===== src/hw/rtl/tbk_pkg.sv =====
// Timer bank package: command/result codes, transaction payload types, slot record.
// No dependencies; used by the interfaces, the top level, the checker and the testbench.
`timescale 1ns / 1ps

package tbk_pkg;

    localparam int NUM_TIMERS_DEF = 16;
    localparam int MAX_RESULTS    = 16;

    localparam logic [1:0] KIND_TICK   = 2'd0;
    localparam logic [1:0] KIND_ADD    = 2'd1;
    localparam logic [1:0] KIND_REMOVE = 2'd2;
    localparam logic [1:0] KIND_CLEAR  = 2'd3;

    localparam logic [2:0] RES_ADDED     = 3'd0;
    localparam logic [2:0] RES_FULL      = 3'd1;
    localparam logic [2:0] RES_REMOVED   = 3'd2;
    localparam logic [2:0] RES_NOT_FOUND = 3'd3;
    localparam logic [2:0] RES_CLEARED   = 3'd4;
    localparam logic [2:0] RES_FIRED     = 3'd5;

    typedef struct packed {
        logic [1:0]  kind;
        logic [31:0] tick_delta;
        logic [31:0] period;
        logic        repeat_req;
        logic [15:0] event_code;
        logic [15:0] target_id;
        logic [15:0] timer_id;
    } cmd_item_t;

    typedef struct packed {
        logic [2:0]  result_kind;
        logic [15:0] result_id;
        logic [15:0] fired_event;
        logic [15:0] fired_target;
        logic        last;
    } rsp_item_t;

    typedef struct packed {
        logic [31:0] remaining;
        logic [31:0] period;
        logic        repeat_en;
        logic [15:0] event_code;
        logic [15:0] target_id;
        logic [15:0] ident;
    } slot_t;

endpackage


===== src/hw/rtl/tbk_cmd_if.sv =====
// Command channel interface: valid/ready handshake with a command payload.
// Depends on tbk_pkg.
`timescale 1ns / 1ps

interface tbk_cmd_if;
    logic                valid;
    logic                ready;
    tbk_pkg::cmd_item_t  data;

    modport source (output valid, output data, input ready);
    modport sink   (input valid, input data, output ready);
endinterface


===== src/hw/rtl/tbk_rsp_if.sv =====
// Result channel interface: valid/ready handshake with a result payload.
// Depends on tbk_pkg.
`timescale 1ns / 1ps

interface tbk_rsp_if;
    logic                valid;
    logic                ready;
    tbk_pkg::rsp_item_t  data;

    modport source (output valid, output data, input ready);
    modport sink   (input valid, input data, output ready);
endinterface


===== src/hw/rtl/timer_bank_one_shot_periodic.sv =====
// A tick, add or remove walks every slot, one slot per cycle through the slot memory
// read port unless a tick stalls while the result register is held by the sink; a clear
// skips the walk. A new command is accepted only in idle, once the previous command's
// final result has been loaded into the result register. Fired timers emerge during the walk.
// Reset: all slots free, next id zero, no result pending; slot memory is not cleared.
// Depends on tbk_pkg, tbk_cmd_if, tbk_rsp_if.
`timescale 1ns / 1ps

module timer_bank_one_shot_periodic #(
    parameter int NUM_TIMERS = tbk_pkg::NUM_TIMERS_DEF
) (
    input  logic      clk,
    input  logic      rst_n,
    tbk_cmd_if.sink   cmd,
    tbk_rsp_if.source rsp
);

    localparam int IdxW = (NUM_TIMERS > 1) ? $clog2(NUM_TIMERS) : 1;
    localparam int CntW = $clog2(NUM_TIMERS + 1);
    localparam logic [IdxW-1:0] LastIdx = IdxW'(NUM_TIMERS - 1);

    typedef enum logic [2:0] {
        ST_IDLE   = 3'b001,
        ST_WALK   = 3'b010,
        ST_FINISH = 3'b100
    } state_t;

    state_t                  state_reg, state_next;
    tbk_pkg::cmd_item_t      cmd_reg, cmd_next;
    logic [IdxW-1:0]         eval_idx_reg, eval_idx_next;
    logic [NUM_TIMERS-1:0]   valid_reg, valid_next;
    logic [15:0]             next_ident_reg, next_ident_next;
    logic                    hit_reg, hit_next;
    logic [IdxW-1:0]         hit_idx_reg, hit_idx_next;
    logic                    free_reg, free_next;
    logic [IdxW-1:0]         free_idx_reg, free_idx_next;
    logic [CntW-1:0]         fire_cnt_reg, fire_cnt_next;
    logic                    pend_valid_reg, pend_valid_next;
    logic [CntW-1:0]         pend_idx_reg, pend_idx_next;
    logic [15:0]             pend_id_reg, pend_id_next;
    logic [15:0]             pend_event_reg, pend_event_next;
    logic [15:0]             pend_target_reg, pend_target_next;
    logic                    rsp_valid_reg, rsp_valid_next;
    tbk_pkg::rsp_item_t      rsp_data_reg, rsp_data_next;

    tbk_pkg::slot_t          slot_mem [NUM_TIMERS];
    tbk_pkg::slot_t          rd_data_reg;
    logic [IdxW-1:0]         rd_idx;
    logic                    mem_we;
    logic [IdxW-1:0]         mem_waddr;
    tbk_pkg::slot_t          mem_wdata;

    logic                    cur_valid;
    logic                    due;
    logic                    pend_emit_ok;
    logic                    pend_last;
    logic                    out_free;
    logic                    stall;
    logic                    emit;
    tbk_pkg::rsp_item_t      emit_data;
    logic [IdxW-1:0]         add_idx;

    assign cur_valid    = valid_reg[eval_idx_reg];
    assign due          = (rd_data_reg.remaining <= cmd_reg.tick_delta);
    assign pend_emit_ok = pend_valid_reg && (32'(pend_idx_reg) < 32'(tbk_pkg::MAX_RESULTS));
    assign pend_last    = (32'(pend_idx_reg) == 32'(tbk_pkg::MAX_RESULTS - 1));
    assign out_free     = !rsp_valid_reg || rsp.ready;
    assign add_idx      = hit_reg ? hit_idx_reg : free_idx_reg;

    assign cmd.ready = (state_reg == ST_IDLE);
    assign rsp.valid = rsp_valid_reg;
    assign rsp.data  = rsp_data_reg;

    always_comb
    begin
        state_next       = state_reg;
        cmd_next         = cmd_reg;
        eval_idx_next    = eval_idx_reg;
        valid_next       = valid_reg;
        next_ident_next  = next_ident_reg;
        hit_next         = hit_reg;
        hit_idx_next     = hit_idx_reg;
        free_next        = free_reg;
        free_idx_next    = free_idx_reg;
        fire_cnt_next    = fire_cnt_reg;
        pend_valid_next  = pend_valid_reg;
        pend_idx_next    = pend_idx_reg;
        pend_id_next     = pend_id_reg;
        pend_event_next  = pend_event_reg;
        pend_target_next = pend_target_reg;
        rd_idx           = '0;
        mem_we           = 1'b0;
        mem_waddr        = eval_idx_reg;
        mem_wdata        = rd_data_reg;
        stall            = 1'b0;
        emit             = 1'b0;
        emit_data        = '0;

        case (state_reg)
            ST_IDLE:
            begin
                if (cmd.valid)
                begin
                    cmd_next        = cmd.data;
                    eval_idx_next   = '0;
                    hit_next        = 1'b0;
                    free_next       = 1'b0;
                    fire_cnt_next   = '0;
                    pend_valid_next = 1'b0;
                    if (cmd.data.kind == tbk_pkg::KIND_CLEAR)
                    begin
                        valid_next = '0;
                        state_next = ST_FINISH;
                    end
                    else
                    begin
                        state_next = ST_WALK;
                    end
                end
            end

            ST_WALK:
            begin
                case (cmd_reg.kind)
                    tbk_pkg::KIND_TICK:
                    begin
                        if (cur_valid)
                        begin
                            if (due)
                            begin
                                if (pend_emit_ok)
                                begin
                                    if (out_free)
                                    begin
                                        emit                   = 1'b1;
                                        emit_data.result_kind  = tbk_pkg::RES_FIRED;
                                        emit_data.result_id    = pend_id_reg;
                                        emit_data.fired_event  = pend_event_reg;
                                        emit_data.fired_target = pend_target_reg;
                                        emit_data.last         = pend_last;
                                    end
                                    else
                                    begin
                                        stall = 1'b1;
                                    end
                                end
                                if (!stall)
                                begin
                                    pend_valid_next  = 1'b1;
                                    pend_idx_next    = fire_cnt_reg;
                                    pend_id_next     = rd_data_reg.ident;
                                    pend_event_next  = rd_data_reg.event_code;
                                    pend_target_next = rd_data_reg.target_id;
                                    fire_cnt_next    = fire_cnt_reg + 1'b1;
                                    if (rd_data_reg.repeat_en)
                                    begin
                                        mem_we              = 1'b1;
                                        mem_wdata.remaining = rd_data_reg.period;
                                    end
                                    else
                                    begin
                                        valid_next[eval_idx_reg] = 1'b0;
                                    end
                                end
                            end
                            else
                            begin
                                mem_we              = 1'b1;
                                mem_wdata.remaining = rd_data_reg.remaining
                                                      - cmd_reg.tick_delta;
                            end
                        end
                    end

                    tbk_pkg::KIND_ADD:
                    begin
                        if (cur_valid && !hit_reg && rd_data_reg.ident == next_ident_reg)
                        begin
                            hit_next     = 1'b1;
                            hit_idx_next = eval_idx_reg;
                        end
                        if (!cur_valid && !free_reg)
                        begin
                            free_next     = 1'b1;
                            free_idx_next = eval_idx_reg;
                        end
                    end

                    tbk_pkg::KIND_REMOVE:
                    begin
                        if (cur_valid && !hit_reg && rd_data_reg.ident == cmd_reg.timer_id)
                        begin
                            hit_next                 = 1'b1;
                            valid_next[eval_idx_reg] = 1'b0;
                        end
                    end

                    default:
                    begin
                    end
                endcase

                if (stall)
                begin
                    rd_idx = eval_idx_reg;
                end
                else
                begin
                    rd_idx = (eval_idx_reg == LastIdx) ? '0 : eval_idx_reg + 1'b1;
                    if (eval_idx_reg == LastIdx)
                    begin
                        state_next = ST_FINISH;
                    end
                    else
                    begin
                        eval_idx_next = eval_idx_reg + 1'b1;
                    end
                end
            end

            ST_FINISH:
            begin
                case (cmd_reg.kind)
                    tbk_pkg::KIND_TICK:
                    begin
                        if (pend_emit_ok)
                        begin
                            if (out_free)
                            begin
                                emit                   = 1'b1;
                                emit_data.result_kind  = tbk_pkg::RES_FIRED;
                                emit_data.result_id    = pend_id_reg;
                                emit_data.fired_event  = pend_event_reg;
                                emit_data.fired_target = pend_target_reg;
                                emit_data.last         = 1'b1;
                                state_next             = ST_IDLE;
                            end
                        end
                        else
                        begin
                            state_next = ST_IDLE;
                        end
                    end

                    tbk_pkg::KIND_ADD:
                    begin
                        if (out_free)
                        begin
                            emit           = 1'b1;
                            emit_data.last = 1'b1;
                            state_next     = ST_IDLE;
                            if (hit_reg || free_reg)
                            begin
                                mem_we               = 1'b1;
                                mem_waddr            = add_idx;
                                mem_wdata.remaining  = cmd_reg.period;
                                mem_wdata.period     = cmd_reg.period;
                                mem_wdata.repeat_en  = cmd_reg.repeat_req;
                                mem_wdata.event_code = cmd_reg.event_code;
                                mem_wdata.target_id  = cmd_reg.target_id;
                                mem_wdata.ident      = next_ident_reg;
                                valid_next[add_idx]  = 1'b1;
                                emit_data.result_kind = tbk_pkg::RES_ADDED;
                                emit_data.result_id   = next_ident_reg;
                                next_ident_next       = next_ident_reg + 16'd1;
                            end
                            else
                            begin
                                emit_data.result_kind = tbk_pkg::RES_FULL;
                            end
                        end
                    end

                    tbk_pkg::KIND_REMOVE:
                    begin
                        if (out_free)
                        begin
                            emit                  = 1'b1;
                            emit_data.result_kind = hit_reg ? tbk_pkg::RES_REMOVED
                                                            : tbk_pkg::RES_NOT_FOUND;
                            emit_data.result_id   = cmd_reg.timer_id;
                            emit_data.last        = 1'b1;
                            state_next            = ST_IDLE;
                        end
                    end

                    default:
                    begin
                        if (out_free)
                        begin
                            emit                  = 1'b1;
                            emit_data.result_kind = tbk_pkg::RES_CLEARED;
                            emit_data.last        = 1'b1;
                            state_next            = ST_IDLE;
                        end
                    end
                endcase
            end

            default:
            begin
                state_next = ST_IDLE;
            end
        endcase

        rsp_valid_next = emit ? 1'b1 : (rsp.ready ? 1'b0 : rsp_valid_reg);
        rsp_data_next  = emit ? emit_data : rsp_data_reg;
    end

    always_ff @(posedge clk or negedge rst_n)
    begin
        if (!rst_n)
        begin
            state_reg      <= ST_IDLE;
            eval_idx_reg   <= '0;
            valid_reg      <= '0;
            next_ident_reg <= '0;
            hit_reg        <= 1'b0;
            free_reg       <= 1'b0;
            fire_cnt_reg   <= '0;
            pend_valid_reg <= 1'b0;
            rsp_valid_reg  <= 1'b0;
        end
        else
        begin
            state_reg      <= state_next;
            eval_idx_reg   <= eval_idx_next;
            valid_reg      <= valid_next;
            next_ident_reg <= next_ident_next;
            hit_reg        <= hit_next;
            free_reg       <= free_next;
            fire_cnt_reg   <= fire_cnt_next;
            pend_valid_reg <= pend_valid_next;
            rsp_valid_reg  <= rsp_valid_next;
        end
    end

    always_ff @(posedge clk)
    begin
        cmd_reg         <= cmd_next;
        hit_idx_reg     <= hit_idx_next;
        free_idx_reg    <= free_idx_next;
        pend_idx_reg    <= pend_idx_next;
        pend_id_reg     <= pend_id_next;
        pend_event_reg  <= pend_event_next;
        pend_target_reg <= pend_target_next;
        rsp_data_reg    <= rsp_data_next;
    end

    // slot memory: one write, one registered read per cycle
    always_ff @(posedge clk)
    begin
        if (mem_we)
        begin
            slot_mem[mem_waddr] <= mem_wdata;
        end
        rd_data_reg <= slot_mem[rd_idx];
    end

endmodule


===== src/flat_wrapper.sv =====
// flat-port wrapper written by rule: the top's interface ports become plain ports
module timer_bank_one_shot_periodic_flat 
#(
    parameter int NUM_TIMERS = tbk_pkg::NUM_TIMERS_DEF
)
  (clk, rst_n, cmd_valid, cmd_data, cmd_ready, rsp_valid, rsp_data, rsp_ready);
  tbk_cmd_if cmd_i ();
  tbk_rsp_if rsp_i ();
  input  logic clk;
  input  logic rst_n;
  input wire logic [$bits(cmd_i.valid)-1:0] cmd_valid;
  input wire logic [$bits(cmd_i.data)-1:0] cmd_data;
  output wire logic [$bits(cmd_i.ready)-1:0] cmd_ready;
  output wire logic [$bits(rsp_i.valid)-1:0] rsp_valid;
  output wire logic [$bits(rsp_i.data)-1:0] rsp_data;
  input wire logic [$bits(rsp_i.ready)-1:0] rsp_ready;
  assign cmd_i.valid = cmd_valid;
  assign cmd_i.data = cmd_data;
  assign cmd_ready = cmd_i.ready;
  assign rsp_valid = rsp_i.valid;
  assign rsp_data = rsp_i.data;
  assign rsp_i.ready = rsp_ready;
  timer_bank_one_shot_periodic #(.NUM_TIMERS(NUM_TIMERS)) u_core (.clk(clk), .rst_n(rst_n), .cmd(cmd_i), .rsp(rsp_i));
endmodule

===== config.mk =====
export PLATFORM = sky130hd
export DESIGN_NAME = timer_bank_one_shot_periodic_flat
export DESIGN_NICKNAME = d
export VERILOG_FILES = /design/src/hw/rtl/tbk_pkg.sv /design/src/hw/rtl/tbk_cmd_if.sv /design/src/hw/rtl/tbk_rsp_if.sv /design/src/hw/rtl/timer_bank_one_shot_periodic.sv /design/src/flat_wrapper.sv
export SDC_FILE = /design/constraint.sdc
export NUM_CORES = 2
export LEC_CHECK = 0
export BUFFER_PORTS_ARGS = -buffer_cell sky130_fd_sc_hd__buf_2
export CORE_MARGIN = 1.5
export CORE_UTILIZATION = 59
export CTS_BUF_LIST = sky130_fd_sc_hd__clkbuf_2
export DETAILED_ROUTE_END_ITERATION = 8
export GPL_TIMING_DRIVEN = 0
export PLACE_DENSITY = 0.8
export SYNTH_ARGS = -nofsm -noshare
export SYNTH_HDL_FRONTEND = slang
export SYNTH_SLANG_ARGS = --single-unit

===== constraint.sdc =====
create_clock -name clk -period 8.5 [get_ports clk]
set_input_delay 0.425 -clock clk [delete_from_list [all_inputs] [get_ports clk]]
set_output_delay 0.425 -clock clk [all_outputs]
set_load 0.02 [all_outputs]

Word level (Yosys, flattened, before mapping)
Memory sizes are Yosys's and may differ from the RTL's. A register that Yosys moved wholly into a read port is not among the register bits. Index checks and enable logic that the tools add are counted.

Add/subtract/negate cells: 4. Magnitude comparators: 6. Eq/ne operators: 32. Mux-type cells: 115. Bitwise logic cells: 4. Reductions and logical operators: 28.

Operators with widths (number): 2-to-1 mux 52 bit (7); 2-to-1 mux 113 bit (3); 2-to-1 mux 32 bit (6); 2-to-1 mux 16 bit (11); one-hot mux 52 bit (2 select lines) (1); one-hot mux 16 bit (3 select lines) (2); 2-to-1 mux 81 bit (1); one-hot mux 32 bit (2 select lines) (1); 2-to-1 mux 4 bit (11); 2-to-1 mux 1 bit (43); equality test 16 bit (2); <= comparator 32 bit (1); one-hot mux 16 bit (2 select lines) (1); subtractor 32 bit (1); 2-to-1 mux 5 bit (5); 2-to-1 mux 3 bit (8); 2-to-1 mux 19 bit (1); one-hot mux 3 bit (3 select lines) (2); 2-to-1 mux 17 bit (1); adder 16 x 1 -> 16 bit, second input constant (1); bitwise AND 16 bit (1); inverter 16 bit (1); bitwise OR 16 bit (1); inequality test 2 x 1 -> 1 bit, second input constant (7); 33 further kinds (70).

Register bits after elaboration: 276. RAM bits: 1808. Bits of input ports: 119. Output and inout bits: 54. Word-level logic and storage cells: 217. Memories: 1.

Memory list: u_core.slot_mem (depth 16, bits a word 113, read ports 1, clocked after Yosys merged registers in 1, wr ports 1, line timer_bank_one_shot_periodic.sv:46) `tbk_pkg::slot_t slot_mem [NUM_TIMERS];`.

Logic depth before layout (Yosys ltp)
Word-level depth: 15. Depth in mapped cells: 18. Depth with buffers taken out: 15.

Least setup slack after synthesis
Ideal clock, no wire load.

Kind: register -> register. From: reg u_core.cmd_reg[106] in the netlist's numbering. To: mem u_core.slot_mem[4][0] in the netlist's numbering (enable). Library setup time: 0.586 ns. Data arrival time: 7.424 ns. Data required time: 7.914 ns. Setup slack: 0.489 ns. Stages on the path, launching flop included: 15. Period minus slack after synthesis: 8.011 ns. Path through: edfxtp_1 inv_1 ha_1 clkbuf_1 nand3_1 nor4_1 nand3_1 o221a_2 nand3_2 nand2_1 a21oi_1 nand2_1 o22ai_1 nand2_1 nor2_1.

Longest elaborated chain between the ends: 7.

Ends and longest elaborated chain: from (decl) (line timer_bank_one_shot_periodic.sv:29) `tbk_pkg::cmd_item_t cmd_reg, cmd_next;`; from (signal assigned) (line timer_bank_one_shot_periodic.sv:340) `cmd_reg <= cmd_next;`; <= comparator 32 bit (line timer_bank_one_shot_periodic.sv:64) `assign due = (rd_data_reg.remaining <= cmd_reg.tick_delta);`; 2-to-1 mux 1 bit (line timer_bank_one_shot_periodic.sv:129) `if (due)`; 2-to-1 mux 1 bit (line timer_bank_one_shot_periodic.sv:127) `if (cur_valid)`; 2-to-1 mux 1 bit (line timer_bank_one_shot_periodic.sv:124) `case (cmd_reg.kind)`; one-hot mux 1 bit (2 select lines) (line timer_bank_one_shot_periodic.sv:99) `case (state_reg)`; 2-to-1 mux 1 bit (line timer_bank_one_shot_periodic.sv:353) `if (mem_we)`; 2-to-1 mux 1 bit (not written as such) (line timer_bank_one_shot_periodic.sv:355) `slot_mem[mem_waddr] <= mem_wdata;`; to (decl) (line timer_bank_one_shot_periodic.sv:46).

Every way passes these cells.

Final worst setup path
From: reg u_core.cmd_reg[101] in the netlist's numbering. To: mem u_core.slot_mem[14][16] in the netlist's numbering (enable).

The elaborated chain is that of the path after synthesis.

==> impl_metrics.csv <==
group,metric,value,unit
worst_setup_path,critPathCaptureType,"register",
clock_tree,htreeDepth,6,
power_and_ir_drop,p_total,24.4,mW
worst_setup_path,crit_path_max_fanout,28,
power_and_ir_drop,seqPwrFrac,0.533,
synthesis,synthFlopType,"edfxtp_1",
timing,grt_setup_unrepaired,"false",
drt,first_pass_iters,9,
clock_tree,cts_made_buffers,548,
clock_tree,cts.repair.resized,0,
clock_tree,cts.sinks,2197,
timing,slew_headroom,0.00499,
clock_tree,insertion_delay,1890,ps
synthesis,synth_top_area_cell,"edfxtp_1",
timing,finalSetupViolations,0,
job,maxCapViolations,1,
worst_setup_path,r2r_cells,15,
synthesis,yosys.area.top_type_share,0.702,
worst_setup_path,cp.arrival,8300,ps
worst_setup_path,crit_type,"register to register",
global_route,grt_start_max_net_pins,78,
floorplanning,die_y,387,microns
clock_tree,clk_path_buf_depth,4,
synthesis,synth-xor-area-share,0.00744,
drt,via_per_inst,6.17,
floorplanning,design.core.area,146000,sq um
global_route,grtUsageTotal,0.317,
synthesis,synth_edf_count,2036,
floorplanning,start_util,0.596,
power_and_ir_drop,p_int,16.9,mW
clock_tree,cts_tree,"done",
power_and_ir_drop,leakagePower,38.4,nW
global_route,grt_pass1_wl,352000,microns
timing,finalMaxSlewViolations,0,
status,violations,"max-capacitance violations",
power_and_ir_drop,clkPwrFrac,0.290,
synthesis,synth.area.mux_share,0.0809,
clock_tree,clkTransAtPathRegs,200,ps
synthesis,synthesis.area,87100,sq um
power_and_ir_drop,p_comb_frac,0.177,
worst_setup_path,r2r_start,"u_core.cmd_reg[101]",
global_route,antenna_found_initial,9,
drt,wirelength,241000,microns
drt,drt-initial-drc-count,7248,
timing,period_share,0.812,
drt,drc,0,
timing,hold_violations,0,
placement,numPortBuffers,172,
worst_setup_path,crit-reg2reg-capture,"u_core.slot_mem[14][16]",
worst_setup_path,crit_required,9900,ps
power_and_ir_drop,swShare,0.308,
power_and_ir_drop,power_switching,7.53,mW
synthesis,synthArstFlopShare,0.0218,
placement,dp_hpwl,156000,microns
clock_tree,post-cts-setup-buffer-count,0,
floorplanning,pin_count,173,
placement,place.gp.congestion,1.01,
worst_setup_path,r2r_setup_slack,1600,ps
synthesis,ys_warn_count,0,
power_and_ir_drop,ir_worst_vdd,0.000139,V
synthesis,synth_top_family_by_area,"multiplexers",
floorplanning,dieArea,150000,sq um
placement,placement.cell_area,92100,sq um
drt,wire_per_inst,25.9,microns
finish,fin_area,101000,sq um
timing,period_needed,6900,ps
synthesis,yosys_register_bits,2197,
synthesis,ys_types,74,
finish,area_delta_synth_final,15.4,%
synthesis,syn_nets,5962,
synthesis,synth_simple_gate_area_share,0.0722,
status,status,"complete, but fails checks",
worst_setup_path,crit_start,"u_core.cmd_reg[101]",
floorplanning,dieWidth,387,microns
worst_setup_path,cp-start-kind,"register",
synthesis,synth_fa_ha_area_frac,0.00626,
power_and_ir_drop,p_per_area,243,nW/um^2
global_route,grt_pass1_vias,56900,
synthesis,avgSynthCellArea,15.0,sq um
drt,ant_nets,0,
timing,clock_skew,267,ps
global_route,grt.overflow.total,0,
floorplanning,rows,140,
finish,largest_reg_flops,1808,
timing,worst_pin_slew,1490,ps
hold_path,worstHoldPathType,"primary input to asynchronous set/reset pin",
synthesis,yosys-top-cells-area,"edfxtp_1 (70%), mux2i_1 (8.0%), nand2_1 (5.0%)",
drt,vias,57300,
timing,timing.fmax,145,MHz
synthesis,synthTopCellsByCount,"edfxtp_1 (2,036), nand2_1 (1,150), mux2i_1 (692)",
finish,final_layout_size_suffix_gt1_frac,0.176,
clock_tree,root_buffer,"clkbuf_2",
finish,num-nets-final,7113,
synthesis,synth.most_common_cell,"edfxtp_1",
synthesis,synth_compound_area_frac,0.0718,
synthesis,synthCells,5800,
synthesis,synth_seq_area_share,0.742,
==> per-layer routing <==
layer  track usage  part of all wire  routed length [microns]
met1         0.412              0.37                    89400
met2         0.491              0.47                   112000
met3        0.0932              0.12                    28400
met4         0.157             0.045                    10900
met5             0           0.00032                       76
==> area by class of cell <==
type / count / area, sq um
repair buffers: 601 / 5980
multi-input cells: 3207 / 20900
flip-flops and latches: 2197 / 64600
clock inverters: 122 / 737
plain buffers: 340 / 1530
diodes: 21 / 52.6
well taps: 1917 / 2400
inverters: 56 / 215
fillers: 9414 / 45500
clock buffers: 824 / 4120
==> worst max-delay path by stage <==
stage	endpoint	slack (ps)	cells after the start
after detailed placement	u_core.slot_mem[14][36]	2250	16
after CTS	u_core.slot_mem[14][16]	2100	16
after global placement	u_core.slot_mem[4][40]	-5890	14
after global routing	u_core.slot_mem[14][16]	1600	16
after floorplan	u_core.slot_mem[4][0]	490	14
final	u_core.slot_mem[14][16]	1600	15
==> repair_timing <==
action / 4_1_cts / 5_1_grt
endpoints found under the hold margin: 365 / 0
endpoints found under the setup margin: 0 / 0
hold buffers: 354 / 0
==> power groups by stage <==
stage	clock network, mW	logic [mW]	registers, mW
after floorplan	0	2.58	13.1
after global placement	0	3.88	13.3
after detailed placement	0	4.04	13.2
after CTS	7.04	4.18	13.0
after global routing	7.62	4.58	13.0
final	7.08	4.33	13.0
==> placed cells by master, fill, tap and decap left out, types with 18 or more instances in the layout <==
| cell type | n |
|---|---|
| nor3_1 | 23 |
| inv_1 | 54 |
| buf_12 | 57 |
| clkinv_1 | 89 |
| a21oi_1 | 299 |
| clkbuf_2 | 832 |
| xor2_1 | 35 |
| buf_2 | 289 |
| a221oi_1 | 113 |
| clkbuf_1 | 183 |
| a311o_1 | 114 |
| dfrtp_1 | 47 |
| edfxtp_1 | 2036 |
| and2_1 | 41 |
| dfxtp_1 | 113 |
| o21ai_0 | 99 |
| xnor2_1 | 39 |
| nand4_1 | 19 |
| nand2_1 | 1150 |
| a22oi_1 | 18 |
| diode_2 | 21 |
| a32o_1 | 113 |
| dlygate4sd3_1 | 353 |
| a21o_1 | 23 |
| ha_1 | 42 |
| mux2i_1 | 692 |
| nor2_1 | 56 |
| nand3_1 | 152 |
| o211ai_1 | 20 |
==> worst max-delay path: stages (launching register included) <==
cell and delay, ps:
edfxtp_1 510, inv_1 150, ha_1 400, nand4_1 110, nor4_1 590, nand3_1 150, o221a_2 300, nand3_2 230
nand2_1 450, a21oi_1 760, nand2_1 580, o22ai_1 410, nand2b_1 330, nor2_4 830, buf_12 310, buf_12 240
==> per-stage QoR <==
stage | hold slack, ps | instances | setup slack [ps] | util | setup TNS, ps
2_1_floorplan | 129 | 5800 | 489 | - | 0
3_3_place_gp | 416 | 7889 | -5890 | 0.619 | -8851660
3_5_place_dp | 421 | 7964 | 2250 | 0.630 | 0
4_1_cts | 35.6 | 9264 | 2100 | 0.688 | 0
5_1_grt | 189 | 9272 | 1600 | 0.688 | 0
6_report | 248 | 9285 | 1600 | 0.688 | 0
==> cell families (layout without fill, tap and decap cells) <==
kind of cell    count (synthesis)  count (layout)
flops                        2197            2197
xor+xnor                       74              74
fa+ha+maj                      43              43
other cells                     0              21
mux                           698             698
compound gates                867             867
buf+inv                       396            1943
simple gates                 1525            1525
Power figures use the tool's default switching activity.
